$ cat src/rtl/core/gbs_pkg.sv
// ----------------------------------------------------------------------------
// gbs_pkg: shared types and constants for the box suppression unit
// Box record, queued command, result beat and engine state encoding.
// ----------------------------------------------------------------------------
package gbs_pkg;

   localparam int RESULT_LIMIT      = 64;
   localparam int SURV_AW           = 6;
   localparam int CAP_W             = 7;
   localparam int QUEUE_DEPTH       = 4;
   localparam int QUEUE_AW          = 2;
   localparam int QUEUE_CW          = 3;
   localparam int CSR_IDX_W         = 8;
   localparam int CSR_DATA_W        = 16;

   localparam logic [CSR_IDX_W-1:0] CSR_IOU_THRESHOLD = 8'd0;
   localparam logic [CSR_IDX_W-1:0] CSR_MAX_RESULTS   = 8'd1;

   localparam logic [15:0]      IOU_RESET         = 16'd29491;
   localparam logic [CAP_W-1:0] MAX_RESULTS_RESET = 7'd64;

   typedef struct packed {
      logic [15:0] x;
      logic [15:0] y;
      logic [14:0] w;
      logic [14:0] h;
      logic [15:0] conf;
      logic [7:0]  cls;
   } box_type;

   typedef struct packed {
      logic    has_det;
      logic    frame_end;
      box_type box;
   } cmd_type;

   typedef struct packed {
      logic    result_valid;
      box_type box;
      logic    overflowed;
      logic    last;
   } result_type;

   typedef enum logic [3:0] {
      ST_IDLE,
      ST_INS_RD,
      ST_INS_CMP,
      ST_SCAN_RD,
      ST_SCAN_LD,
      ST_CHK,
      ST_CHK_GO,
      ST_OVL_WAIT,
      ST_EMIT,
      ST_END
   } state_type;

endpackage

$ cat src/rtl/core/gbs_front.sv
// ----------------------------------------------------------------------------
// gbs_front: request intake and command queue
// Accepts request beats, drops items with no box and no frame end, and
// queues the rest for the engine.
// ----------------------------------------------------------------------------
module gbs_front
   import gbs_pkg::*;
(
   input  logic    clock,
   input  logic    reset,
   input  logic    req_valid,
   output logic    req_ready,
   input  cmd_type req_cmd,
   output logic    q_valid,
   output cmd_type q_head,
   input  logic    q_pop
);

   cmd_type               q_mem_ff [QUEUE_DEPTH];
   logic [QUEUE_AW-1:0]   wr_ptr_ff, wr_ptr_in;
   logic [QUEUE_AW-1:0]   rd_ptr_ff, rd_ptr_in;
   logic [QUEUE_CW-1:0]   cnt_ff, cnt_in;
   logic                  push;
   logic                  pop;

   assign req_ready = (cnt_ff != QUEUE_CW'(QUEUE_DEPTH));
   assign push      = req_valid && req_ready && (req_cmd.has_det || req_cmd.frame_end);
   assign q_valid   = (cnt_ff != '0);
   assign pop       = q_pop && q_valid;
   assign q_head    = q_mem_ff[rd_ptr_ff];

   always_comb begin
      wr_ptr_in = push ? wr_ptr_ff + 1'b1 : wr_ptr_ff;
      rd_ptr_in = pop  ? rd_ptr_ff + 1'b1 : rd_ptr_ff;
      cnt_in    = cnt_ff + QUEUE_CW'(push) - QUEUE_CW'(pop);
   end

   always_ff @(posedge clock) begin
      if (reset) begin
         wr_ptr_ff <= '0;
         rd_ptr_ff <= '0;
         cnt_ff    <= '0;
      end else begin
         wr_ptr_ff <= wr_ptr_in;
         rd_ptr_ff <= rd_ptr_in;
         cnt_ff    <= cnt_in;
      end
   end

   always_ff @(posedge clock) begin
      if (push) begin
         q_mem_ff[wr_ptr_ff] <= req_cmd;
      end
   end

endmodule

$ cat config.mk
export PLATFORM = sky130hd
export DESIGN_NAME = gbs_front
export DESIGN_NICKNAME = d
export VERILOG_FILES = /design/src/rtl/core/gbs_pkg.sv /design/src/rtl/core/gbs_front.sv
export SDC_FILE = /design/constraint.sdc
export NUM_CORES = 1
export LEC_CHECK = 0
export ABC_AREA = 1
export ABC_CLOCK_PERIOD_IN_PS = 12800
export BUFFER_PORTS_ARGS = -buffer_cell sky130_fd_sc_hd__buf_2
export CAP_MARGIN = 10
export CORE_AREA = 2 2 175 134
export CTS_BUF_LIST = sky130_fd_sc_hd__clkbuf_16
export DETAILED_ROUTE_END_ITERATION = 10
export DIE_AREA = 0 0 177 136
export PLACE_DENSITY = 0.8
export SYNTH_ARGS = -nofsm -noshare
export SYNTH_HDL_FRONTEND = slang
export SYNTH_SLANG_ARGS = --single-unit
$ cat constraint.sdc
create_clock -name clock -period 12.8 [get_ports clock]
set_input_delay 1.28 -clock clock [delete_from_list [all_inputs] [get_ports clock]]
set_output_delay 1.28 -clock clock [all_outputs]
set_load 0.01 [all_outputs]
==> metrics.csv <==
stage;metric;value;unit
sta;unrepaired setup endpoints after global routing;no;
power;Static Leakage;0.00547;uW
floorplanning;Die X;177;um
route;Routed WL;27600;um
power;Pwr Density;193;nW/um^2
final_layout;fin cells;1420;
global_routing;gr ovfl total;0;
yosys;Cells after Synth;921;
floorplanning;Core Area;22500;um^2
sta;Final min period;4.51;ns
final_layout;Area Overhead vs Synth;15.6;%
sta;final setup vio count;0;
job;max-cap violations;0;
yosys;synth top area cells;edfxtp_1 (78%), nor2_1 (5.4%), o21ai_0 (4.5%), o22ai_1 (4.1%), o21ai_1 (2.0%);
yosys;Synth Net Count;1020;
cts;clock sink count;361;
yosys;number of synthesis warnings;0;
yosys;Distinct cells, synth;20;
yosys;synth cell count leaders;edfxtp_1 (352), nor2_1 (194), o21ai_0 (121);
route;Final ANT Viol Nets;0;
placement;number of port buffers;181;
yosys;Post-Syn Area per Cell;14.6;um^2
sta;max-slew violations;0;
final_layout;proportion of layout cells with a drive suffix above 1;21.5;%
placement;DP Worst Slack;8.91;ns
floorplanning;die area;24100;um^2
yosys;EDFF count, synth;352;
yosys;largest family of logic cells by synthesized area;compound AO/OA/AOI/OAI gates;
global_routing;total track usage;22.7;%
yosys;Async S/R FF share, synth;0;%
route;WL/cell;19.5;um
yosys;#FFs+latches synth;361;
cts;CTS max path bufs;3;
floorplanning;Initial Util;59.9;%
run_status;status;finished clean;
yosys;prevailing post-synth register cell;edfxtp_1;
final_layout;post-layout util;69.2;%
setup_path;CP Capture Type;output port;
yosys;Post-Synth Simple-Gate Area;5.98;%
sta;Max Freq;222;MHz
cts;TritonCTS Buffers;34;
yosys;sequential share of the synthesized area;79.7;%
global_routing;largest net degree at the start of global routing;91;
yosys;post-synth top area share;78.4;%
sta;Final Hold Viols;0;
sta;smallest hold slack;0.503;ns
setup_path;reg2reg path depth;5;
placement;placed cells;1356;
sta;final period utilization;35.2;%
global_routing;initial antenna violation count;6;
yosys;Post-Synth Adder-Cell Area;0.705;%
yosys;cell with the most instances after synthesis;edfxtp_1;
setup_path;CP Class;register to output port;
cts;clk_lat worst skew;0.52;ns
yosys;multiplexer area fraction after synthesis;0;%
cts;post_cts resized;0;
setup_path;CP max FO;90;
cts;CTS Hold Bufs;0;
placement;detailed placement HPWL;15000;um
hold_path;Worst Hold Depth;2;
cts;post-CTS setup buffers;0;
yosys;compound-cell area share of the yosys netlist;10.7;%
sta;Worst-Margin Slew;1.12;ns
sta;worst relative slew slack;25.1;%
setup_path;Critical Path RT;11.52;ns
yosys;Post-Synth XOR/XNOR Area;0;%
sta;PnR worst setup slack;8.29;ns
setup_path;worst path arrival time;3.23;ns
cts;CTS tree;built;
sta;Setup Skew;0.0229;ns
yosys;Syn Std Cell Area;13500;um^2
cts;CTS root buffer;clkbuf_16;
placement;RePlAce Congestion;0.729;
global_routing;global-route wire length before repair;41600;um
route;DR iter-0 viols;767;
floorplanning;Die Y;136;um
route;First-pass DRT Iterations;5;
setup_path;CP Launch Type;register;
global_routing;vias in the first global route;8054;
hold_path;min-delay worst type;register to register;
yosys;Synth area leader;edfxtp_1;
sta;TNS Setup;0;ns
final_layout;# nets final;1191;
route;drc violations;0;
floorplanning;row count;48;
route;vias;8088;
route;vias per cell;5.70;
cts;total number of H-tree levels;2;
floorplanning;# IOs;182;
power;Max VDD drop;0.132;mV
cts;Reg clk slew, reported paths;0.06;ns
[metrics by stage]
stage	power, uW	area (um^2)
global placement	2080	14600
floorplan	1870	13500
CTS	3030	15600
global route	3140	15600
finish	3010	15600
detailed placement	2100	14600
[cell usage in the layout (no fill, tap or decap), types with 3 or more instances in the layout]
cell type,netlist,routed
clkinv_1,0,12
ha_1,6,6
edfxtp_1,352,352
clkbuf_16,0,34
buf_2,9,181
inv_1,16,23
nor2_1,194,190
o21ai_0,121,121
inv_6,0,3
diode_2,0,4
nor2_4,0,4
buf_4,8,10
o21ai_1,55,55
dfxtp_1,9,7
o22ai_1,88,88
nand2_1,18,18
[layout make-up]
| cell class | count | area, um^2 |
|---|---|---|
| Multi-Input combinational cell | 486 | 2370 |
| Antenna cell | 4 | 10.0 |
| Sequential cell | 361 | 10800 |
| Clock buffer | 34 | 851 |
| Fill cell | 1503 | 6930 |
| Inverter | 18 | 72.6 |
| Clock inverter | 26 | 175 |
| Tap cell | 300 | 375 |
| Timing Repair Buffer | 191 | 981 |
[per-layer routing]
| metal | up-vias | routed length [um] | GRT usage, % |
|---|---|---|---|
| met4 | 6 | 691 | 8.03 |
| met1 | 3921 | 11500 | 29.6 |
| li1 | 3798 | - | - |
| met2 | 300 | 13100 | 37.3 |
| met3 | 63 | 2320 | 6.15 |
| met5 | - | 30 | 0 |
[state kept, by name, indices dropped and copies added, names as in the netlist, named ones only]
register / cells
q_mem_ff: 352
cnt_ff: 3
rd_ptr_ff: 2
wr_ptr_ff: 2
[worst max-delay path, stage by stage, from the launching register on]
cell and delay (ns):
dfxtp_4 0.58, inv_6 0.60, buf_4 0.81, o21ai_0 0.19, o22ai_1 0.22, buf_2 0.17
[logic make-up after synthesis]
family                   count (synthesis)
AO/OA/AOI/OAI                          265
AND/OR/NAND/NOR                        214
adder cells (fa/ha/maj)                  7
flip-flops                             361
buffers and inverters                   74
[final timing paths]
check / end / slack (ns) / start
min reg2reg: register / 0.50 / rd_ptr_ff[1]$_SDFFE_PP0P_
max: q_head[85] / 8.29 / register
min: register / 0.50 / rd_ptr_ff[1]$_SDFFE_PP0P_
max reg2reg: q_mem_ff[3][49]$_DFFE_PP_ / 9.90 / cnt_ff[1]$_SDFF_PP0_
[where the power goes]
group	switching, uW	internal, uW
Combinational	421	206
Clock	408	525
Sequential	48.1	1400
No activity file was read; power rests on OpenSTA's default activity.
